File: src/hdl/buis_pkg.sv
// Shared types, constants and the blend divider for the bilinear upscaler.
// No dependencies; front, back, top level and testbench use this package.
package buis_pkg;

	localparam int DEF_MAX_WIDTH  = 1024;
	localparam int DEF_MAX_HEIGHT = 1024;
	localparam int DEF_MAX_SCALE  = 4;

	localparam int COORD_W = 12;
	localparam int PIX_W   = 24;

	// Configuration register indexes.
	localparam logic [1:0] REG_SCALE  = 2'd0;
	localparam logic [1:0] REG_WIDTH  = 2'd1;
	localparam logic [1:0] REG_HEIGHT = 2'd2;

	localparam logic [2:0]  RST_SCALE  = 3'd2;
	localparam logic [10:0] RST_WIDTH  = 11'd640;
	localparam logic [10:0] RST_HEIGHT = 11'd480;

	localparam logic [7:0] WHITE = 8'hFF;

	// Fixed-point reciprocal of nine, scaled by 2^16.
	localparam logic [12:0] RECIP_NINE = 13'd7282;

	typedef enum logic [1:0] {
		BK_IDLE,
		BK_INNER,
		BK_WHITE
	} back_st_t;

	// One unit of work handed from the front to the back.
	typedef struct packed {
		logic [PIX_W-1:0]   ul;
		logic [PIX_W-1:0]   above;
		logic [PIX_W-1:0]   cur;
		logic [PIX_W-1:0]   left;
		logic [COORD_W-1:0] row;
		logic [COORD_W-1:0] col;
		logic               inner;
		logic               white;
	} job_t;

	// One finished result pixel.
	typedef struct packed {
		logic [COORD_W-1:0] row;
		logic [COORD_W-1:0] col;
		logic [7:0]         red;
		logic [7:0]         green;
		logic [7:0]         blue;
		logic               last;
	} res_t;

	// Divide a weighted sum by the square of the scale (1, 4, 9 or 16).
	function automatic logic [7:0] div_sq(input logic [11:0] acc, input logic [2:0] s);
		logic [24:0] prod;
		logic [7:0]  q;
		prod = {13'd0, acc} * {12'd0, RECIP_NINE};
		unique case (s)
			3'd2:    q = acc[9:2];
			3'd3:    q = prod[23:16];
			3'd4:    q = acc[11:4];
			default: q = acc[7:0];
		endcase
		return q;
	endfunction

endpackage

File: src/hdl/buis_back.sv
// Back end: walks the output blocks of each job, blends the four neighbours
// in a short pipeline and feeds the result queue. Uses buis_pkg.
module buis_back #(
	parameter int OUT_DEPTH = 8
) (
	input  logic                           clk,
	input  logic                           arst_n,
	input  logic [2:0]                     scale,
	input  buis_pkg::job_t                 job,
	input  logic                           job_valid,
	output logic                           job_pop,
	input  logic [$clog2(OUT_DEPTH+1)-1:0] out_count,
	output logic                           res_push,
	output buis_pkg::res_t                 res
);

	localparam int OCW = $clog2(OUT_DEPTH+1);

	buis_pkg::back_st_t st_q, st_d;
	logic [1:0]  dx_q, dy_q, dx_d, dy_d;
	logic        issue, credit, blk_end, white_ph;
	logic [2:0]  sx, sy;
	logic [5:0]  p1, p2, p3, p4;
	logic [buis_pkg::COORD_W-1:0] brow, bcol;
	logic [14:0] mrow, mcol;

	// Stage one: weights, coordinates and the four pixels.
	logic        v_s1, white_s1, last_s1;
	logic [4:0]  w1_s1, w2_s1, w3_s1, w4_s1;
	logic [buis_pkg::COORD_W-1:0] row_s1, col_s1;
	logic [buis_pkg::PIX_W-1:0]   c1_s1, c2_s1, c3_s1, c4_s1;
	logic [2:0]  s_s1;

	// Stage two: weighted sums per channel.
	logic        v_s2, white_s2, last_s2;
	logic [11:0] acc_s2 [3];
	logic [buis_pkg::COORD_W-1:0] row_s2, col_s2;
	logic [2:0]  s_s2;

	assign credit = (OCW'(out_count) + OCW'(v_s1) + OCW'(v_s2)) < OCW'(OUT_DEPTH);
	assign blk_end = (dx_q == 2'(scale - 3'd1)) && (dy_q == 2'(scale - 3'd1));

	// Block sequencer state.
	always_ff @(posedge clk or negedge arst_n) begin
		if (!arst_n) begin
			st_q <= buis_pkg::BK_IDLE;
			dx_q <= '0;
			dy_q <= '0;
		end else begin
			st_q <= st_d;
			dx_q <= dx_d;
			dy_q <= dy_d;
		end
	end

	// Block sequencer: next state, step of the block, job release.
	always_comb begin
		st_d    = st_q;
		dx_d    = dx_q;
		dy_d    = dy_q;
		issue   = 1'b0;
		job_pop = 1'b0;
		unique case (st_q)
			buis_pkg::BK_IDLE: begin
				dx_d = '0;
				dy_d = '0;
				if (job_valid) begin
					st_d = job.inner ? buis_pkg::BK_INNER : buis_pkg::BK_WHITE;
				end
			end
			buis_pkg::BK_INNER, buis_pkg::BK_WHITE: begin
				issue = credit;
				if (issue) begin
					if (blk_end) begin
						dx_d = '0;
						dy_d = '0;
						if (st_q == buis_pkg::BK_INNER && job.white) begin
							st_d = buis_pkg::BK_WHITE;
						end else begin
							st_d    = buis_pkg::BK_IDLE;
							job_pop = 1'b1;
						end
					end else if (dx_q == 2'(scale - 3'd1)) begin
						dx_d = '0;
						dy_d = dy_q + 1'b1;
					end else begin
						dx_d = dx_q + 1'b1;
					end
				end
			end
			default: begin
				st_d = buis_pkg::BK_IDLE;
			end
		endcase
	end

	// Weights of the four neighbours and the output coordinates.
	always_comb begin
		white_ph = (st_q == buis_pkg::BK_WHITE);
		sx   = scale - {1'b0, dx_q};
		sy   = scale - {1'b0, dy_q};
		p1   = {3'd0, sx} * {3'd0, sy};
		p2   = {4'd0, dx_q} * {3'd0, sy};
		p3   = {4'd0, dx_q} * {4'd0, dy_q};
		p4   = {3'd0, sx} * {4'd0, dy_q};
		brow = white_ph ? job.row : job.row - 1'b1;
		bcol = white_ph ? job.col : job.col - 1'b1;
		mrow = {3'd0, brow} * {12'd0, scale};
		mcol = {3'd0, bcol} * {12'd0, scale};
	end

	// Stage one registers.
	always_ff @(posedge clk or negedge arst_n) begin
		if (!arst_n) begin
			v_s1 <= 1'b0;
		end else begin
			v_s1 <= issue;
		end
	end

	always_ff @(posedge clk) begin
		if (issue) begin
			white_s1 <= white_ph;
			last_s1  <= job_pop;
			w1_s1    <= p1[4:0];
			w2_s1    <= p2[4:0];
			w3_s1    <= p3[4:0];
			w4_s1    <= p4[4:0];
			row_s1   <= mrow[11:0] + {10'd0, dy_q};
			col_s1   <= mcol[11:0] + {10'd0, dx_q};
			c1_s1    <= job.ul;
			c2_s1    <= job.above;
			c3_s1    <= job.cur;
			c4_s1    <= job.left;
			s_s1     <= scale;
		end
	end

	// Stage two: per-channel weighted sum of the neighbours.
	always_ff @(posedge clk or negedge arst_n) begin
		if (!arst_n) begin
			v_s2 <= 1'b0;
		end else begin
			v_s2 <= v_s1;
		end
	end

	always_ff @(posedge clk) begin
		if (v_s1) begin
			for (int k = 0; k < 3; k++) begin
				acc_s2[k] <= 12'({5'd0, c1_s1[16-8*k +: 8]} * {8'd0, w1_s1})
				           + 12'({5'd0, c2_s1[16-8*k +: 8]} * {8'd0, w2_s1})
				           + 12'({5'd0, c3_s1[16-8*k +: 8]} * {8'd0, w3_s1})
				           + 12'({5'd0, c4_s1[16-8*k +: 8]} * {8'd0, w4_s1});
			end
			white_s2 <= white_s1;
			last_s2  <= last_s1;
			row_s2   <= row_s1;
			col_s2   <= col_s1;
			s_s2     <= s_s1;
		end
	end

	// Normalise by the square of the scale, or force white on the border.
	always_comb begin
		res_push  = v_s2;
		res.row   = row_s2;
		res.col   = col_s2;
		res.last  = last_s2;
		res.red   = white_s2 ? buis_pkg::WHITE : buis_pkg::div_sq(acc_s2[0], s_s2);
		res.green = white_s2 ? buis_pkg::WHITE : buis_pkg::div_sq(acc_s2[1], s_s2);
		res.blue  = white_s2 ? buis_pkg::WHITE : buis_pkg::div_sq(acc_s2[2], s_s2);
	end

	// A job leaves the queue only on the final beat of its final block.
	a_pop_at_end: assert property (@(posedge clk) disable iff (!arst_n)
		job_pop |-> issue && blk_end)
		else $error("job released before its last block finished");

	// The credit check must keep the result queue from overflowing.
	a_no_overflow: assert property (@(posedge clk) disable iff (!arst_n)
		res_push |-> out_count < OCW'(OUT_DEPTH))
		else $error("result written into a full queue");

	// Work is only issued while a job is present.
	a_issue_job: assert property (@(posedge clk) disable iff (!arst_n)
		issue |-> job_valid)
		else $error("block step issued without a job");

	// An issued step is queued as a result after stage one and stage two.
	a_latency: assert property (@(posedge clk) disable iff (!arst_n)
		issue |=> ##1 res_push)
		else $error("blend pipeline lost a beat");

endmodule

File: config.mk
export PLATFORM = sky130hd
export DESIGN_NAME = buis_back
export DESIGN_NICKNAME = d
export VERILOG_FILES = /design/src/hdl/buis_pkg.sv /design/src/hdl/buis_back.sv
export SDC_FILE = /design/constraint.sdc
export NUM_CORES = 2
export LEC_CHECK = 0
export ABC_AREA = 1
export BUFFER_PORTS_ARGS = -buffer_cell sky130_fd_sc_hd__buf_4
export CORE_UTILIZATION = 70
export CTS_BUF_LIST = sky130_fd_sc_hd__clkbuf_4
export DETAILED_ROUTE_END_ITERATION = 10
export GPL_ROUTABILITY_DRIVEN = 0
export PLACE_DENSITY = 0.9
export REMOVE_ABC_BUFFERS = 1
export SLEW_MARGIN = 30
export SYNTH_ARGS = -nofsm -noshare
export SYNTH_HDL_FRONTEND = slang
export SYNTH_SLANG_ARGS = --single-unit
export TNS_END_PERCENT = 50
File: constraint.sdc
create_clock -name clk -period 15.3 [get_ports clk]
set_input_delay 3.06 -clock clk [delete_from_list [all_inputs] [get_ports clk]]
set_output_delay 3.06 -clock clk [all_outputs]
set_load 0.01 [all_outputs]
# Word level (Yosys, flattened, before mapping)
# Memories as Yosys holds them, arrays and structs flattened.
# Index checks and enable logic that the tools add are counted.
[word_totals] mem_bits_ro=0 memories=1 ram_bits=36 latch_bits=0 elab_cells=114 regBits=181 out_inout_bits=51 in_bits=132
[classes] n_lt_le_gt_ge=1 reduce_logical=8 add_sub_neg=20 muxes=29 shifts=0 mul=21 div=0 eq_ne=11 bitwise_logic=0
[memory_table] memory="acc_s2" depth=3 word_bits=12 read_ports=3 rd_clocked_by_memory_dff=0 wr=3 line_no="buis_back.sv:36" source="logic [11:0] acc_s2 [3];"
[ops] cell="adder 12 bit" count=9
[ops] cell="multiplier 8 x 5 -> 12 bit" count=9
[ops] cell="one-hot mux 8 bit (3 select lines)" count=3
[ops] cell="multiplier 12 x 12 -> 23 bit (second input constant)" count=3
[ops] cell="multiplier 8 x 4 -> 12 bit" count=3
[ops] cell="adder 12 x 2 -> 12 bit" count=2
[ops] cell="multiplier 12 x 3 -> 12 bit" count=2
[ops] cell="2-to-1 mux 12 bit" count=2
[ops] cell="2-to-1 mux 8 bit" count=3
[ops] cell="subtractor 12 x 1 -> 12 bit (second input constant)" count=2
[ops] cell="2-to-1 mux 2 bit" count=11
[ops] cell="one-hot mux 2 bit (2 select lines)" count=3
[ops] cell="adder 4 x 1 -> 4 bit" count=2
[ops] cell="2-to-1 mux 1 bit" count=7
[ops] cell="equality test 3 x 2 -> 1 bit (second input constant)" count=2
[ops] cell="!= test 2 bit (second input constant)" count=3
[ops] cell="AND reduction 3 bit" count=2
[ops] cell="subtractor 3 x 2 -> 3 bit" count=2
[ops] cell="multiplier 2 x 3 -> 5 bit" count=1
[ops] cell="multiplier 3 x 2 -> 5 bit" count=1
[ops] cell="multiplier 3 x 3 -> 5 bit" count=1
[ops] cell="adder 2 x 1 -> 2 bit (second input constant)" count=2
[ops] cell="equality test 2 bit" count=2
[ops] cell="less-than comparator 4 bit (second input constant)" count=1
[ops] cell="other kinds (11)" count=12

# Depth between registers and ports, before layout
[depth] ltp_word=6 mapped_depth=26 ltp_nobuf=24

# Worst setup path after synthesis
# No wires, ideal clock.
[synth_path] path_type="input to output" from="input port scale[0]" to="output port job_pop" path_slack_ns=7.777 cell_stages=6 arrival_ns=4.463 required_ns=12.240 path_buffers=1 cell_sequence="clkbuf_1 > inv_1 > ha_1 > nor2_1 > nand3_1 > a211oi_1"
[synth_via] elab_chain_cells=6 elab_cells_between_ends=7 cone_classes="add/sub (1); eq/ne (2); mux (3); reduce/logical (1)"
[synth_rtl] item="start, declared" line_no="buis_back.sv:8" source="input logic [2:0] scale,"
[synth_rtl] item="subtractor 2 x 1 -> 2 bit *" line_no="buis_back.sv:41" source="assign blk_end = (dx_q == 2'(scale - 3'd1)) && (dy_q == 2'(scale - 3'd1));"
[synth_rtl] item="equality test 2 bit" line_no="buis_back.sv:41"
[synth_rtl] item="logical AND 1 bit *" line_no="buis_back.sv:41"
[synth_rtl] item="2-to-1 mux 1 bit *" line_no="buis_back.sv:74" source="if (blk_end) begin"
[synth_rtl] item="2-to-1 mux 1 bit *" line_no="buis_back.sv:73" source="if (issue) begin"
[synth_rtl] item="2-to-1 mux 1 bit *" line_no="buis_back.sv:63" source="unique case (st_q)"
[synth_rtl] item="end, declared" line_no="buis_back.sv:11" source="output logic job_pop,"
# Every way passes the cells marked *; elsewhere a longest branch is shown, timed or not.

==> impl_metrics.sql <==
INSERT INTO impl_metrics (metric_group, metric, value, unit) VALUES
('timing', 'timing_hold_violations_final', '0', ''),
('logic_synthesis', 'yosys_register_bits', '217', ''),
('timing', 'finClkSkew', '0.0404', 'ns'),
('worst_setup_path', 'critical_path_data_required_time', '12.24', 'ns'),
('cts', 'worst_setup_hold_path_clk_slew', '0.08', 'ns'),
('hold_path', 'hold_class', 'flip-flop to flip-flop', ''),
('logic_synthesis', 'syn_inst', '3602', ''),
('cts', 'post_cts_resized', '0', ''),
('global_route', 'grt-ovfl-total', '0', ''),
('timing', 'finalWorstPathRequiredPeriod', '8.54', 'ns'),
('timing', 'worst_slack', '6.76', 'ns'),
('global_route', 'antenna_violations_before_repair', '3', ''),
('cts', 'clock_latency', '0.76', 'ns'),
('final_layout', 'area_growth_syn_to_layout', '8.95', '%'),
('floorplan', 'initial_utilization', '71.3', '%'),
('timing', 'report.final.setup_viol', '0', ''),
('cts', 'root_buffer', 'clkbuf_4', ''),
('final_layout', 'layout_cell_share_with_drive_strength_beyond_1', '8.38', '%'),
('cts', 'post-cts-setup-buffer-count', '0', ''),
('timing', 'min_period_over_period', '55.8', '%'),
('floorplan', 'placement_rows', '77', ''),
('logic_synthesis', 'synth_seq_area_share', '20.4', '%'),
('flow_run', 'drv_cap', '0', ''),
('worst_setup_path', 'r2r_setup_slack', '9.24', 'ns'),
('worst_setup_path', 'path_class', 'flip-flop to output port', ''),
('logic_synthesis', 'synth_area_per_cell', '8.81', 'µm²'),
('placed_design', 'dp_worst_setup_slack', '7.50', 'ns'),
('global_route', 'first_global_vias', '26300', ''),
('final_layout', 'multi_input_logic_area', '21000', 'µm²'),
('drt', 'initialDrtViolationCount', '2091', ''),
('worst_setup_path', 'start_kind', 'flip-flop', ''),
('run_status', 'status', 'complete, no violations', ''),
('floorplan', 'io_pins', '183', ''),
('logic_synthesis', 'synthesis.area', '31700', 'µm²'),
('final_layout', 'fillerInstances', '2678', ''),
('global_route', 'grt_pass1_wl', '125000', 'µm'),
('timing', 'timing_max_transition_violations_final', '0', ''),
('floorplan', 'coreArea', '44500', 'µm²'),
('final_layout', 'post_route_core_utilization', '77.7', '%'),
('final_layout', 'num-nets-final', '4803', ''),
('drt', 'dr_total_vias', '24800', ''),
('timing', 'timing.setup.tns', '0', 'ns'),
('worst_setup_path', 'path_max_fanout', '6', ''),
('logic_synthesis', 'synth_edf_count', '209', ''),
('cts', 'cts.hold.buffers_added', '0', ''),
('drt', 'routed_wire_length_per_instance', '17.3', 'µm'),
('timing', 'grt_setup_unrepaired', 'no', ''),
('worst_setup_path', 'arrival', '5.48', 'ns'),
('logic_synthesis', 'synthDistinctLibCells', '46', ''),
('logic_synthesis', 'async_flop_share', '3.69', '%'),
('placed_design', 'portBuffers', '182', ''),
('worst_setup_path', 'worst_setup_path_end_kind', 'output port', ''),
('timing', 'max_slew_margin', '42.8', '%'),
('drt', 'drt_pre_antenna_iters', '8', ''),
('floorplan', 'floorplan.die.width', '215', 'µm'),
('global_route', 'gr-usage-all-layers', '34.2', '%'),
('timing', 'fmax', '117', 'MHz'),
('cts', 'tritoncts_clock_tree', 'built', ''),
('drt', 'wirelength', '77000', 'µm'),
('timing', 'worst-slew-pin-transition', '0.855', 'ns'),
('drt', 'drcViolationCount', '0', ''),
('final_layout', 'ff_latch_area', '6480', 'µm²'),
('floorplan', 'floorplan.die_area', '46200', 'µm²'),
('global_route', 'maximum_number_of_pins_on_one_net_before_global_route_repair', '88', ''),
('cts', 'ctsHtreeMaxLevel', '2', ''),
('drt', 'antenna_violating_nets_post_route', '0', ''),
('logic_synthesis', 'synth-warning-count', '0', ''),
('cts', 'max-clock-path-buffers', '3', ''),
('logic_synthesis', 'dominantRegCellSynth', 'edfxtp_1', ''),
('cts', 'tritoncts.num_buffers', '55', ''),
('drt', 'drt-vias-per-instance', '5.57', ''),
('floorplan', 'vertical_extent_of_the_die', '215', 'µm'),
('placed_design', 'dpl.hpwl', '61400', 'µm'),
('cts', 'tritoncts_num_sinks', '217', '');
path summary, 6_finish.rpt:
path,startpoint,endpoint,cells past startpoint
min in group asynchronous,arst_n,st_q[1]$_DFFE_PN0P_,1
worst max-delay path,acc_s2[0][31]$_DFFE_PP_,res[8],22
worst min-delay path,s_s1[2]$_DFFE_PP_,s_s2[2]$_DFFE_PP_,0
max in group asynchronous,arst_n,dx_q[1]$_DFFE_PN0P_,1
worst min register to register,s_s1[2]$_DFFE_PP_,s_s2[2]$_DFFE_PP_,0
worst max register to register,w3_s1[0]$_DFFE_PP_,acc_s2[0][22]$_DFFE_PP_,24
synth_stat cells, types with 3 or more instances:
master     instances  area share, %
a211oi_1           4          0.095
a21boi_0          12           0.28
a21o_1            26           0.62
a21oi_1           76            1.2
a31oi_1           12           0.24
clkbuf_1          50           0.59
clkinv_1           3          0.035
dfrtp_1            8           0.63
edfxtp_1         209             20
fa_1             467             29
ha_1             395             16
inv_1           1071             13
nand2_1          777            9.2
nand2_2            4          0.079
nand3_1           80            1.3
nand3b_1          12           0.28
nand4_1           23           0.45
nor2_1           103            1.2
nor3_1            17           0.27
o2111ai_1          7           0.19
o21a_1             3          0.071
o21ai_0           51           0.80
o21ai_1            4          0.063
o21bai_1           6           0.14
o22ai_1           22           0.43
or2_2             12           0.24
xnor2_1           46            1.3
xor2_1            77            2.1
final cells by class:
class                   count  area share (%)
multi-input cells        2252            60.7
flip-flops and latches    217            18.7
inverters                1077            11.7
repair buffers            206            4.66
well taps                 592            2.14
clock buffers              76            1.65
clock inverters            26           0.416
diodes                      2          0.0145
state kept, by name (all words and copies together) (netlist names), 2 cells and up:
signal and cells:
col_s1 12, c2_s1 24, s_s1 3, w2_s1 5, c3_s1 24, w4_s1 5, c1_s1 24, row_s1 12
w1_s1 5, w3_s1 4, row_s2 12, st_q 2, acc_s2 36, s_s2 3, dy_q 2, dx_q 2
c4_s1 24, col_s2 12
worst max-delay path, cell delays in order (launching register included):
cell,delay (ns)
edfxtp_1,0.51
inv_1,0.14
fa_1,0.54
inv_1,0.04
ha_1,0.29
inv_1,0.06
fa_1,0.47
inv_1,0.05
fa_1,0.50
inv_1,0.05
fa_1,0.47
inv_1,0.04
ha_1,0.30
nand2_1,0.13
nor2_1,0.06
nor2_1,0.13
o21ai_0,0.13
nand2_1,0.08
nand3_1,0.10
or2_2,0.28
nand3_1,0.07
nand4_1,0.10
buf_4,0.20
cells by family (layout without fill, tap and decap cells):
logic type      after synthesis  count (layout)  synth area share (%)
buf+inv                    1133            1385                  13.5
fa+ha+maj                   862             862                  45.0
other cells                   0               2                     0
compound gates              228             228                  4.29
simple gates               1039            1039                  13.3
flops                       217             217                  20.4
xor+xnor                    123             123                  3.40
layer usage:
metal	global-route usage, %	vias to the layer above	part of all wire [%]
li1	-	11200	-
met1	42.8	11800	37
met2	57.5	1394	47
met3	6.53	351	10
met4	16.0	2	5.3
met5	0	-	0.017
stage by stage:
stage / hold slack [ns] / instance area [µm²] / cells
2_1_floorplan: 0.400 / 31500 / 3546
3_3_place_gp: 0.400 / 33700 / 4330
3_5_place_dp: 0.405 / 33800 / 4339
4_1_cts: 0.418 / 34500 / 4441
5_1_grt: 0.428 / 34600 / 4447
6_report: 0.413 / 34600 / 4448
cells in the final DEF, fill, tap and decap left out, types with 3 or more instances in the layout:
cell	n
nand2_2	4
buf_8	3
edfxtp_1	209
nor2_1	103
nand3_1	79
nand4_1	23
nand2_1	777
xnor2_1	46
or2_2	12
clkinv_2	5
nand3b_1	12
inv_2	3
clkbuf_4	76
o21ai_1	4
nor3_1	17
dfrtp_1	7
buf_4	192
a21o_1	26
o2111ai_1	7
xor2_1	77
a31oi_1	12
a21oi_1	76
buf_6	11
o21a_1	3
o22ai_1	22
clkinv_1	20
inv_6	4
o21bai_1	6
fa_1	467
ha_1	395
inv_1	1069
a21boi_0	12
a211oi_1	4
o21ai_0	51
Power is not shown: default switching activity piles up to over one toggle a cycle in this logic, so the estimate is an artifact.
