[config.mk]
export PLATFORM = sky130hd
export DESIGN_NAME = buis_queue
export DESIGN_NICKNAME = d
export VERILOG_FILES = /design/src/hdl/buis_queue.sv
export SDC_FILE = /design/constraint.sdc
export NUM_CORES = 1
export LEC_CHECK = 0
export CAP_MARGIN = 20
export CORE_MARGIN = 2
export CORE_UTILIZATION = 55
export CTS_BUF_LIST = sky130_fd_sc_hd__clkbuf_2 sky130_fd_sc_hd__clkbuf_4 sky130_fd_sc_hd__clkbuf_8
export DETAILED_ROUTE_END_ITERATION = 10
export DONT_BUFFER_PORTS = 1
export PLACE_DENSITY = 0.68
export RECOVER_POWER = 50
export SYNTH_ARGS = -nofsm -noshare
export SYNTH_HDL_FRONTEND = slang
export SYNTH_SLANG_ARGS = --single-unit
[constraint.sdc]
create_clock -name clk -period 1.8 [get_ports clk]
set_clock_uncertainty 0.15 [all_clocks]
set_input_delay 0.09 -clock clk [delete_from_list [all_inputs] [get_ports clk]]
set_output_delay 0.09 -clock clk [all_outputs]
set_load 0.03 [all_outputs]
[src/hdl/buis_queue.sv]
// Small first-in first-out queue of flat words, used between the stages.
// No dependencies.
module buis_queue #(
	parameter int WIDTH = 8,
	parameter int DEPTH = 2
) (
	input  logic                       clk,
	input  logic                       arst_n,
	input  logic                       push,
	input  logic [WIDTH-1:0]           din,
	input  logic                       pop,
	output logic [WIDTH-1:0]           dout,
	output logic                       full,
	output logic                       empty,
	output logic [$clog2(DEPTH+1)-1:0] count
);

	localparam int PW = (DEPTH > 1) ? $clog2(DEPTH) : 1;
	localparam logic [PW-1:0] LAST_PTR = PW'(DEPTH - 1);

	logic [WIDTH-1:0]           mem_q [DEPTH];
	logic [PW-1:0]              wptr_q, rptr_q;
	logic [$clog2(DEPTH+1)-1:0] cnt_q;
	logic                       do_push, do_pop;

	assign full    = (cnt_q == ($clog2(DEPTH+1))'(DEPTH));
	assign empty   = (cnt_q == '0);
	assign count   = cnt_q;
	assign dout    = mem_q[rptr_q];
	assign do_push = push && !full;
	assign do_pop  = pop && !empty;

	// Storage.
	always_ff @(posedge clk) begin
		if (do_push) begin
			mem_q[wptr_q] <= din;
		end
	end

	// Pointers and fill count.
	always_ff @(posedge clk or negedge arst_n) begin
		if (!arst_n) begin
			wptr_q <= '0;
			rptr_q <= '0;
			cnt_q  <= '0;
		end else begin
			if (do_push) begin
				wptr_q <= (wptr_q == LAST_PTR) ? '0 : wptr_q + 1'b1;
			end
			if (do_pop) begin
				rptr_q <= (rptr_q == LAST_PTR) ? '0 : rptr_q + 1'b1;
			end
			if (do_push && !do_pop) begin
				cnt_q <= cnt_q + 1'b1;
			end else if (do_pop && !do_push) begin
				cnt_q <= cnt_q - 1'b1;
			end
		end
	end

endmodule

; ---- Yosys cells after proc, flatten, opt, wreduce, memory -nomap -nowiden
; Memories as Yosys holds them, arrays and structs flattened.
; Cells that the tools add are included.
[word_totals]
reg_bits = 4
memories = 1
out_inout_bits = 12
inputBits = 12
wordCells = 25
ram_bits = 16
[classes]
n_addsub = 4
mux = 6
eq_ne = 1
n_reduce_logical = 10
[memory_table]
columns = name, depth, word_bits, rd, rd_clocked_by_memory_dff, write_ports, line
row1 = mem_q, 2, 8, 1, 0, 1, 21  ; logic [WIDTH-1:0] mem_q [DEPTH];
[ops]
columns = cell, n
row1 = 1-bit logical AND, 4
row2 = 1-bit zero test, 4
row3 = 1-bit 2-to-1 mux, 4
row4 = 2-bit 2-to-1 mux, 2
row5 = 1-bit adder (second input constant), 2
row6 = 2-bit by 1-bit adder with 2-bit output (second input constant), 1
row7 = 2-bit equality test (second input constant), 1
row8 = 2-bit zero test, 1
row9 = 2-bit nonzero test, 1
row10 = 2-bit by 1-bit subtractor with 2-bit output (second input constant), 1

; ---- Depth between registers and ports, before layout
; Gate-level depths: netlist of run 1.
[depth]
word_depth = 7
depth_mapped = 7
mapped_depth_nobuf = 7

; ---- Worst setup path before layout of run 1
; OpenSTA, ideal clock, no wires.
[synth_path]
path_kind = flip-flop to flip-flop
startpoint = register cnt_q[0] (netlist: count[0])
endpoint = memory mem_q[0][0] (enable)
path_stages_with_launch = 4
setup_ns = 0.370
t_arrival_ns = 1.243
slack_ns = 0.036
period_less_slack_ns = 1.764
n_path_buf = 0
required_time_ns = 1.280
path_cell_list = dfrtp_1 > nand2b_1 > nand2_2 > nor2_1
[synth_via]
elab_chain_len = 5
[synth_rtl]
columns = element, line
row1 = from (decl), 23  ; logic [$clog2(DEPTH+1)-1:0] cnt_q;
row2 = from (signal assigned), 54  ; cnt_q <= cnt_q + 1'b1;
row3 = from (signal assigned), 56  ; cnt_q <= cnt_q - 1'b1;
row4 = 2-bit equality test, 26  ; assign full = (cnt_q == ($clog2(DEPTH+1))'(DEPTH));
row5 = 1-bit zero test, 30  ; assign do_push = push && !full;
row6 = 1-bit logical AND, 30
row7 = 1-bit 2-to-1 mux, 35  ; if (do_push) begin
row8 = 1-bit 2-to-1 mux (not written as such), 36  ; mem_q[wptr_q] <= din;
row9 = to (decl), 21
; No other way between the ends.

; ---- Worst setup path in the final report of run 1
[layout_path]
startpoint = register cnt_q[1] (netlist: count[1])
endpoint = register cnt_q[1] (netlist: count[1])
[layout_via]
elab_chain_len = 6
elab_cells_between_ends = 15
cone_classes = add/sub: 2 / eq/ne: 1 / mux: 2 / reduce/logical: 10
[layout_rtl]
columns = element, line
row1 = 2-bit equality test / 2-bit zero test (equally long branches), "26, 27"
row2 = "1-bit zero test, on equally long branches", "30, 31"
row3 = "1-bit logical AND, on equally long branches", "30, 31"
row4 = "1-bit zero test, on equally long branches", "55, 53"
row5 = "1-bit logical AND, on equally long branches", "55, 53"
row6 = 2-bit nonzero test (no source line) / 2-bit 2-to-1 mux (equally long branches), -
; Several ways; a longest one is shown, not always the timed one. The select of a mux whose other input is x is not followed.
; A chain may end at the register's enable or synchronous reset.

==> out/metrics.csv, run 1 <==
stage;metric;value;unit
sta;final count of negative-setup-slack endpoints;0;
placement;cell area after placement;833.3;um2
clock_tree;H-Tree Level Count;1;
sta;RSZ-0062 raised after global routing;false;
sta;max-slew violation count;0;
floorplanning;initial standard-cell utilization of the core;59.35;%
detailed_routing;number of optimization iterations in the first detailed-route pass;2;
clock_tree;source-to-sink clock delay at the later pin of the worst-skew pair;0.30;ns
sta;slew at the pin closest to its max-slew limit;0.5584;ns
sta;top achievable clock speed;0.6101;GHz
logic_synthesis;xor and xnor fraction of the mapped netlist area;6.560;%
logic_synthesis;area share of the largest cell type after synthesis;61.44;%
layout;Post-Layout Inst Area;972.2;um2
clock_tree;TritonCTS Sinks;20;
floorplanning;row cnt;13;
detailed_routing;residual DRC count;0;
layout;final antenna diode count;0;
power_and_ir_drop;worst IR drop on VDD;1015;uV
floorplanning;die height;41.71;um
placement;port buffer count;0;
logic_synthesis;register bit count reported by yosys;20;
critical_path;critical path startpoint category;flop;
logic_synthesis;net count of the mapped netlist;57;
logic_synthesis;number of synthesis warnings;0;
logic_synthesis;dominant combinational cell family by area after synthesis;multiplexers;
logic_synthesis;Mean Syn Cell Area;17.77;um2
layout;leading cell type in the layout, fill and taps excluded;edfxtp_1;
floorplanning;DIE AREA;1739;um2
sta;setup TNS after final layout;0;ns
layout;number of standard cells in the final layout excluding fillers;79;
logic_synthesis;cell type with the highest aggregate area in the netlist;edfxtp_1;
clock_tree;Clock Path Buffers;2;
global_route;number of global-route vias before repair;430;
clock_tree;TritonCTS clock tree;done;
sta;final hold violations;0;
run_status;run status;completed;
placement;placer congestion estimate;0.7228;
detailed_routing;DRT antenna net count;0;
detailed_routing;Starting DRT DRC Count;5;
global_route;number of antenna violations at the first check in global routing;0;
floorplanning;I/O pin cnt;24;
detailed_routing;average detailed-routed wire length per instance;16.25;um
logic_synthesis;cells taking the most area after synthesis;edfxtp_1, dfrtp_1, mux2_1;
sta;final worst-path cycle share;91.06;%
min_path;worst hold path class;in2reg;
logic_synthesis;area fraction in and, or, nand and nor cells after synthesis;3.840;%
floorplanning;core region area;1318;um2
critical_path;largest fanout on the critical path;4;
clock_tree;CTS buffer count;3;
critical_path;Crit Path Category;reg2reg;
global_route;Tot GR Track Use;16.71;%
detailed_routing;routed wire length;1284;um
critical_path;worst path arrival time;1.67;ns
clock_tree;post-CTS clock slew at the launch and capture registers of the worst setup and hold paths;0.10;ns
logic_synthesis;cell area after synthesis;782.0;um2
detailed_routing;vias after detailed routing;412;
power_and_ir_drop;total power divided by cell area;1699;nW/um2
layout;area taken by flip-flops and latches;580.6;um2
logic_synthesis;portion of the post-synthesis area used by sequential elements;74.24;%
critical_path;sort of element at the end of the critical path;flop;
sta;clock period minus final worst setup slack;1.639;ns
detailed_routing;Via density;5.215;
logic_synthesis;number of distinct library cells after synthesis;15;
layout;area used by multi-input combinational logic;188.9;um2
layout;most frequent cells in the layout;edfxtp_1, dlygate4sd3_1, mux2_1, clkbuf_4, dfrtp_1;
power_and_ir_drop;Static Leak;0.3720;nW
clock_tree;root buffer cell;clkbuf_4;
global_route;largest net degree at the start of global routing;12;
critical_path;Worst Path Required;1.83;ns
run;number of max-cap violations;0;
floorplanning;horizontal die dimension;41.71;um
layout;Layout Nets;78;
clock_tree;count of buffers added by post-CTS timing repair for setup;0;
layout;number of filler instances in the final layout;82;
global_route;global route overflow;0;
logic_synthesis;multiplexer share of the synthesized area;11.52;%
placement;placed cell count;63;
layout;Area growth, synth to finish;24.32;%
logic_synthesis;Synth Instances;44;
logic_synthesis;Adder-Cell Fraction of Synth Area;1.600;%
layout;share of layout cells above drive strength 1;15.63;%
global_route;wire length of the first global-routing pass;2042;um
sta;worst max-slew margin expressed relative to the limit;62.63;%
logic_synthesis;area fraction in compound gates after synthesis;0.6400;%
[critical path, stage by stage (launching register included)]
cell and delay (ns):
dfrtp_1 0.42, o21ai_0 0.35, ha_1 0.23, xor2_1 0.15, nor2_1 0.07, xor2_1 0.14
[layout make-up]
cell class	count	share of cell area (%)
clock buffer	4	3.089
tap	15	1.931
sequential	20	59.72
multi-input combinational	21	19.43
inverter	2	0.7722
timing repair buffer	17	15.06
[where the power goes]
| part | internal (mW) | switching, mW | total [mW] |
|---|---|---|---|
| combinational | 0.218 | 0.467 | 0.685 |
| clock | 0.101 | 0.128 | 0.230 |
| sequential | 0.646 | 0.0909 | 0.737 |
| total | 0.965 | 0.686 | 1.65 |
[kinds of logic (layout without fill, tap and decap cells)]
family	after synthesis	in the layout
flops	20	20
mux	8	8
simple gates	6	6
xor+xnor	5	5
buf+inv	3	23
fa+ha+maj	1	1
compound gates	1	1
[path summary, 6_finish.rpt]
| path | slack [ns] | start | cells past startpoint | end |
|---|---|---|---|---|
| max in group asynchronous | 0.91 | arst_n | 2 | count[1] |
| worst min register to register | 0.40 | wptr_q | 1 | wptr_q |
| worst max register to register | 0.16 | count[1] | 5 | count[1] |
| min in group asynchronous | 0.43 | arst_n | 2 | count[0] |
| worst min-delay path | 0.22 | push | 2 | mem_q[1][0] |
| worst max-delay path | 0.16 | count[1] | 5 | count[1] |
[metrics by stage]
step	setup WS [ns]	power (mW)	hold WS [ns]	util, %
after CTS	0.1638	1.669	0.06721	74.64
after detailed placement	0.2614	1.424	-0.3555	63.25
after global routing	0.06854	1.733	0.2221	73.79
after floorplan	0.03631	1.283	-0.3556	-
final	0.1609	1.652	0.2220	73.79
after global placement	0.3522	1.390	-0.3555	63.25
[repair_timing]
action | 4_1_cts | 5_1_grt
resized for setup | 0 | 0
hold buffers | 12 | 0
hold endpoints to repair | 23 | 0
[metal layers]
| layer | part of all wire, % | track usage (%) | vias up |
|---|---|---|---|
| li1 | - | - | 198 |
| met1 | 38 | 17.58 | 198 |
| met2 | 54 | 28.13 | 12 |
| met3 | 5.6 | 7.826 | 4 |
| met4 | 1.7 | 7.742 | 0 |
| met5 | 0 | 0 | - |
[state kept, by name, summed over array words and instances (netlist names)]
name / count
wptr_q: 1
count: 2
rptr_q: 1
mem_q: 16
[Yosys cell counts]
master	count
ha_1	1
nor2_1	3
inv_1	2
o21ai_1	1
edfxtp_1	16
xor2_1	2
nand2_2	1
xnor2_1	2
xnor2_2	1
mux2_2	2
nand2b_1	1
mux2_1	6
dfrtp_1	4
and3_1	1
buf_2	1
(Power assumes the default switching activity.)
==> inputs of run 2 (changes only) <==
--- a/config.mk
+++ b/config.mk
@@ -11,8 +11,10 @@
 export CTS_BUF_LIST = sky130_fd_sc_hd__clkbuf_2 sky130_fd_sc_hd__clkbuf_4 sky130_fd_sc_hd__clkbuf_8
 export DETAILED_ROUTE_END_ITERATION = 10
 export DONT_BUFFER_PORTS = 1
+export HOLD_SLACK_MARGIN = 0.02
 export PLACE_DENSITY = 0.68
 export RECOVER_POWER = 50
+export SKIP_LAST_GASP = 1
 export SYNTH_ARGS = -nofsm -noshare
 export SYNTH_HDL_FRONTEND = slang
 export SYNTH_SLANG_ARGS = --single-unit
==> constraint.sdc (replaced) <==
create_clock -name clk -period 1.8 [get_ports clk]
set_clock_uncertainty 0.15 [all_clocks]
set_input_delay 0.45 -clock clk [delete_from_list [all_inputs] [get_ports clk]]
set_output_delay 0.45 -clock clk [all_outputs]
set_load 0.03 [all_outputs]
==> out/metrics.csv, run 2 (synthesized netlist as in run 1, its figures left out) <==
stage;metric;value;unit;change
sta;RSZ-0062 raised after global routing;true;;was false
critical_path;Worst Path Required;1.20;ns;was 1.83 ns
sta;max-slew violation count;0;;unchanged
global_route;largest net degree at the start of global routing;13;;was 12
global_route;wire length of the first global-routing pass;1918;um;was 2042 um
floorplanning;die height;41.71;um;unchanged
global_route;number of global-route vias before repair;418;;was 430
sta;hold_ws;0.08822;ns;was 0.2220 ns
layout;most frequent cells in the layout;edfxtp_1, mux2_4, buf_4;;was edfxtp_1, dlygate4sd3_1, mux2_1, clkbuf_4, dfrtp_1
layout;final antenna diode count;0;;unchanged
clock_tree;Clock Path Buffers;2;;unchanged
clock_tree;source-to-sink clock delay at the later pin of the worst-skew pair;0.30;ns;about the same
placement;placer congestion estimate;0.7272;;was 0.7228
sta;Final Worst Setup Slack;-0.03157;ns;was 0.1609 ns
sta;final hold violations;0;;unchanged
floorplanning;DIE AREA;1739;um2;unchanged
critical_path;critical path startpoint category;flop;;unchanged
detailed_routing;average detailed-routed wire length per instance;16.60;um;was 16.25 um
critical_path;largest fanout on the critical path;5;;was 4
layout;Layout Nets;71;;was 78
run_status;run status;finished, violations left;;was completed
placement;post-DP HPWL;797.4;um;
layout;Area growth, synth to finish;23.84;%;was 24.32%
power_and_ir_drop;Power, Total;1.966;mW;was 1.652 mW
global_route;number of antenna violations at the first check in global routing;0;;unchanged
clock_tree;root buffer cell;clkbuf_4;;unchanged
floorplanning;row cnt;13;;unchanged
critical_path;Crit Path Category;reg2out;;was reg2reg
run;number of max-cap violations;0;;unchanged
min_path;worst hold path class;in2reg;;unchanged
detailed_routing;Via density;5.528;;was 5.215
run_status;failing checks;setup timing;;
power_and_ir_drop;Static Leak;0.4026;nW;was 0.3720 nW
layout;Top reg by flops;mem_q;;unchanged
detailed_routing;routed wire length;1195;um;was 1284 um
power_and_ir_drop;total power divided by cell area;2030;nW/um2;was 1699 nW/um2
detailed_routing;residual DRC count;0;;unchanged
critical_path;worst path arrival time;1.23;ns;was 1.67 ns
floorplanning;core region area;1318;um2;unchanged
layout;share of layout cells above drive strength 1;42.11;%;was 15.63%
layout;Largest register FFs;16;;unchanged
sta;slew at the pin closest to its max-slew limit;0.2587;ns;was 0.5584 ns
detailed_routing;number of optimization iterations in the first detailed-route pass;4;;was 2
power_and_ir_drop;worst IR drop on VDD;1353;uV;was 1015 uV
sta;worst max-slew margin expressed relative to the limit;82.73;%;was 62.63%
sta;final worst-path cycle share;101.8;%;was 91.06%
floorplanning;I/O pin cnt;24;;unchanged
placement;port buffer count;0;;unchanged
clock_tree;post-CTS clock slew at the launch and capture registers of the worst setup and hold paths;0.11;ns;was 0.10 ns
clock_tree;TritonCTS Sinks;20;;unchanged
sta;top achievable clock speed;0.5460;GHz;was 0.6101 GHz
critical_path;sort of element at the end of the critical path;output port;;was flop
global_route;Tot GR Track Use;15.56;%;was 16.71%
clock_tree;TritonCTS clock tree;done;;unchanged
detailed_routing;DRT antenna net count;0;;unchanged
floorplanning;horizontal die dimension;41.71;um;unchanged
floorplanning;initial standard-cell utilization of the core;59.35;%;unchanged
layout;leading cell type in the layout, fill and taps excluded;edfxtp_1;;unchanged
sta;clock period minus final worst setup slack;1.832;ns;was 1.639 ns
detailed_routing;vias after detailed routing;398;;was 412
clock_tree;H-Tree Level Count;1;;unchanged
layout;number of filler instances in the final layout;69;;was 82
detailed_routing;Starting DRT DRC Count;13;;was 5
clock_tree;CTS buffer count;3;;unchanged
global_route;global route overflow;0;;unchanged
sta;final count of negative-setup-slack endpoints;8;;was 0
[run 2: cell count changes in the layout (fill, tap and decap cells not counted), sizes merged]
cell | previous run | this run
bufinv | 0 | 1
dlygate4sd3 | 12 | 1
clkbuf | 7 | 3
buf | 2 | 9
[run 2: timing repair]
action / 4_1_cts / 5_1_grt
endpoints found under the setup margin: 8 / 9
hold buffers: 1 / 0
endpoints found under the hold margin: 4 / 0
gates resized for setup: 19 / 1
buffers inserted: 3 / 0
[run 2: final cells by class]
type / count / area [um2] / share of cell area (%)
Clock inverter: 1 / 30.03 / 3.101
Clock buffer: 3 / 22.52 / 2.326
Timing Repair Buffer: 10 / 88.84 / 9.173
Sequential cell: 20 / 581.8 / 60.08
Tap cell: 15 / 18.77 / 1.938
Inverter: 2 / 7.507 / 0.7752
Multi-Input combinational cell: 21 / 219.0 / 22.61
[run 2: final timing paths]
| kind | start | to | slack, ns | cells after the start |
|---|---|---|---|---|
| worst max-delay path | rptr_q | dout[2] | -0.03 | 2 |
| worst min-delay path | din[0] | mem_q[0][0] | 0.09 | 0 |
| worst max register to register | count[0] | count[1] | 0.21 | 7 |
| worst min register to register | wptr_q | wptr_q | 0.39 | 1 |
| max in group asynchronous | arst_n | rptr_q | 1.04 | 1 |
| min in group asynchronous | arst_n | wptr_q | 0.26 | 1 |
[run 2: metrics by stage]
step	utilization, %	instance area (um2)	cells	setup slack, ns	setup TNS [ns]
4_1_cts	73.22	964.7	72	-0.02633	-0.1593
3_5_place_dp	63.82	840.8	64	0.1346	0
6_report	73.50	968.4	72	-0.03157	-0.1967
2_1_floorplan	-	782.0	44	0.03631	0
3_3_place_gp	63.82	840.8	64	0.1508	0
5_1_grt	73.50	968.4	72	-0.06356	-0.4550
[run 2: worst max-delay path, stage by stage, from the launching register on]
cell and delay (ns):
dfrtp_2 0.44, buf_6 0.14, mux2_4 0.35
[run 2: power breakdown]
group          internal [mW]  switching (mW)  total (mW)
registers              0.649          0.0670       0.716
logic                  0.375           0.516       0.891
clock network          0.225           0.134       0.359
total                   1.25           0.717        1.97
[run 2: layer usage]
metal	track usage (%)	vias to the layer above	part of all wire [%]
li1	-	185	-
met1	16.27	195	38
met2	28.13	16	54
met3	5.652	2	6.5
met4	5.806	0	0.84
met5	0	-	0
==> inputs of run 3 (changes only) <==
--- a/config.mk
+++ b/config.mk
@@ -14,6 +14,7 @@
 export HOLD_SLACK_MARGIN = 0.02
 export PLACE_DENSITY = 0.68
 export RECOVER_POWER = 50
+export REMOVE_ABC_BUFFERS = 1
 export SKIP_LAST_GASP = 1
 export SYNTH_ARGS = -nofsm -noshare
 export SYNTH_HDL_FRONTEND = slang
==> out/metrics.csv, run 3 (synthesized netlist as in run 1, its figures left out) <==
stage;metric;value;unit;change
power_and_ir_drop;worst IR drop on VDD;1251;uV;was 1353 uV
clock_tree;post-CTS clock slew at the launch and capture registers of the worst setup and hold paths;0.10;ns;was 0.11 ns
global_route;number of global-route vias before repair;409;;was 418
floorplanning;row cnt;13;;unchanged
clock_tree;TritonCTS clock tree;done;;unchanged
critical_path;worst path arrival time;1.22;ns;was 1.23 ns
floorplanning;DIE AREA;1739;um2;unchanged
critical_path;largest fanout on the critical path;5;;unchanged
layout;area used by multi-input combinational logic;216.5;um2;was 219.0 um2
layout;Area growth, synth to finish;21.60;%;was 23.84%
sta;clock period minus final worst setup slack;1.819;ns;was 1.832 ns
critical_path;crit path cell chain;buf_6 -> mux2_4;;unchanged
placement;port buffer count;0;;unchanged
global_route;global route overflow;0;;unchanged
run;number of max-cap violations;0;;unchanged
detailed_routing;Starting DRT DRC Count;11;;was 13
power_and_ir_drop;total power divided by cell area;1932;nW/um2;was 2030 nW/um2
global_route;wire length of the first global-routing pass;2042;um;was 1918 um
critical_path;Critical path buffers and inverters;1;;unchanged
run_status;failing checks;setup timing;;unchanged
clock_tree;H-Tree Level Count;1;;unchanged
clock_tree;CTS buffer count;3;;unchanged
global_route;largest net degree at the start of global routing;12;;was 13
power_and_ir_drop;Static Leak;0.3983;nW;was 0.4026 nW
layout;share of layout cells above drive strength 1;40.68;%;was 42.11%
layout;final antenna diode count;0;;unchanged
floorplanning;die height;41.71;um;unchanged
critical_path;kind of cell adding the most delay to the critical path;flip-flops;;unchanged
detailed_routing;Via density;5.459;;was 5.528
sta;slew at the pin closest to its max-slew limit;0.2697;ns;was 0.2587 ns
layout;Layout Nets;73;;was 71
sta;top achievable clock speed;0.5497;GHz;was 0.5460 GHz
global_route;Tot GR Track Use;16.89;%;was 15.56%
clock_tree;root buffer cell;clkbuf_4;;unchanged
detailed_routing;average detailed-routed wire length per instance;17.26;um;was 16.60 um
layout;post-layout util;72.17;%;was 73.50%
placement;placer congestion estimate;0.7276;;was 0.7272
critical_path;delay contributed by the slowest stage of the critical path;0.44;ns;about the same
floorplanning;initial standard-cell utilization of the core;59.35;%;unchanged
detailed_routing;DRT antenna net count;0;;unchanged
run_status;run status;finished, violations left;;unchanged
critical_path;standard cell with the maximum stage delay on the critical path;dfrtp_2;;unchanged
critical_path;critical path startpoint category;flop;;unchanged
detailed_routing;residual DRC count;0;;unchanged
clock_tree;Clock Path Buffers;2;;unchanged
floorplanning;core region area;1318;um2;unchanged
floorplanning;I/O pin cnt;24;;unchanged
critical_path;Worst Path Required;1.20;ns;about the same
sta;final worst-path cycle share;101.1;%;was 101.8%
min_path;worst hold path class;in2reg;;unchanged
clock_tree;source-to-sink clock delay at the later pin of the worst-skew pair;0.28;ns;was 0.30 ns
layout;leading cell type in the layout, fill and taps excluded;edfxtp_1;;unchanged
sta;worst max-slew margin expressed relative to the limit;81.90;%;was 82.73%
layout;Largest register FFs;16;;unchanged
clock_tree;TritonCTS Sinks;20;;unchanged
sta;max-slew violation count;0;;unchanged
detailed_routing;vias after detailed routing;404;;was 398
layout;number of filler instances in the final layout;79;;was 69
critical_path;Crit Path Category;reg2out;;unchanged
power_and_ir_drop;Power, Total;1.837;mW;was 1.966 mW
layout;area taken by flip-flops and latches;581.8;um2;unchanged
layout;most frequent cells in the layout;edfxtp_1, buf_4, mux2_4;;was edfxtp_1, mux2_4, buf_4
critical_path;sort of element at the end of the critical path;output port;;unchanged
detailed_routing;routed wire length;1277;um;was 1195 um
sta;final hold violations;0;;unchanged
sta;Final Worst Setup Slack;-0.01910;ns;was -0.03157 ns
sta;final count of negative-setup-slack endpoints;8;;unchanged
layout;Top reg by flops;mem_q;;unchanged
placement;post-DP HPWL;898;um;was 797.4 um
detailed_routing;number of optimization iterations in the first detailed-route pass;4;;unchanged
global_route;number of antenna violations at the first check in global routing;0;;unchanged
sta;RSZ-0062 raised after global routing;true;;unchanged
floorplanning;horizontal die dimension;41.71;um;unchanged
## run 3: cell count changes in the layout (fill, tap and decap cells not counted), sizes merged
cell / before / now
clkinv: 0 / 1
buf: 9 / 11
bufinv: 1 / 0
## run 3: path summary, 6_finish.rpt
path	from	end	slack (ns)	cells past startpoint
max in group asynchronous	arst_n	rptr_q	1.01	1
min in group asynchronous	arst_n	count[0]	0.29	1
worst min register to register	wptr_q	wptr_q	0.39	1
worst max register to register	count[0]	count[1]	0.16	6
worst min-delay path	din[3]	mem_q[0][3]	0.10	0
worst max-delay path	rptr_q	dout[7]	-0.02	2
## run 3: metrics by stage
step | area (um2) | TNS [ns] | setup slack [ns] | std cells | hold WS, ns
final | 950.9 | -0.09291 | -0.01910 | 74 | 0.1014
after global routing | 950.9 | -0.3469 | -0.05203 | 74 | 0.08437
after CTS | 923.4 | -0.1178 | -0.02441 | 72 | 0.09205
after detailed placement | 840.8 | 0 | 0.1456 | 64 | 0.004490
after global placement | 840.8 | 0 | 0.1439 | 64 | 0.004480
after floorplan | 777.0 | 0 | 0.03631 | 43 | 0.004409
## run 3: power by group
group          switching, mW  internal [mW]
sequential            0.0649          0.649
combinational          0.528          0.394
clock                  0.122         0.0805
## run 3: area by class of cell
type | instances | share of cell area (%)
Sequential cell | 20 | 61.18
Clock buffer | 3 | 2.368
Inverter | 2 | 0.7895
Timing Repair Buffer | 12 | 10.53
Clock inverter | 1 | 0.3947
Multi-Input combinational cell | 21 | 22.76
Tap cell | 15 | 1.974
## run 3: timing repair
item | in CTS | in global routing
setup buffers | 3 | 2
resized for setup | 15 | 4
pin swaps | 0 | 0
endpoints found under the hold margin | 4 | 0
hold buffers | 1 | 0
endpoints found under the setup margin | 8 | 9
## run 3: metal layers
metal / share of wire, % / wire length (um) / up-vias / track usage (%)
met2: 59 / 759 / 13 / 30.63
met4: 1.0 / 13 / 0 / 7.742
met5: 0 / 0 / - / 0
met3: 5.2 / 66 / 2 / 3.913
li1: - / - / 189 / -
met1: 34 / 437 / 200 / 18.43
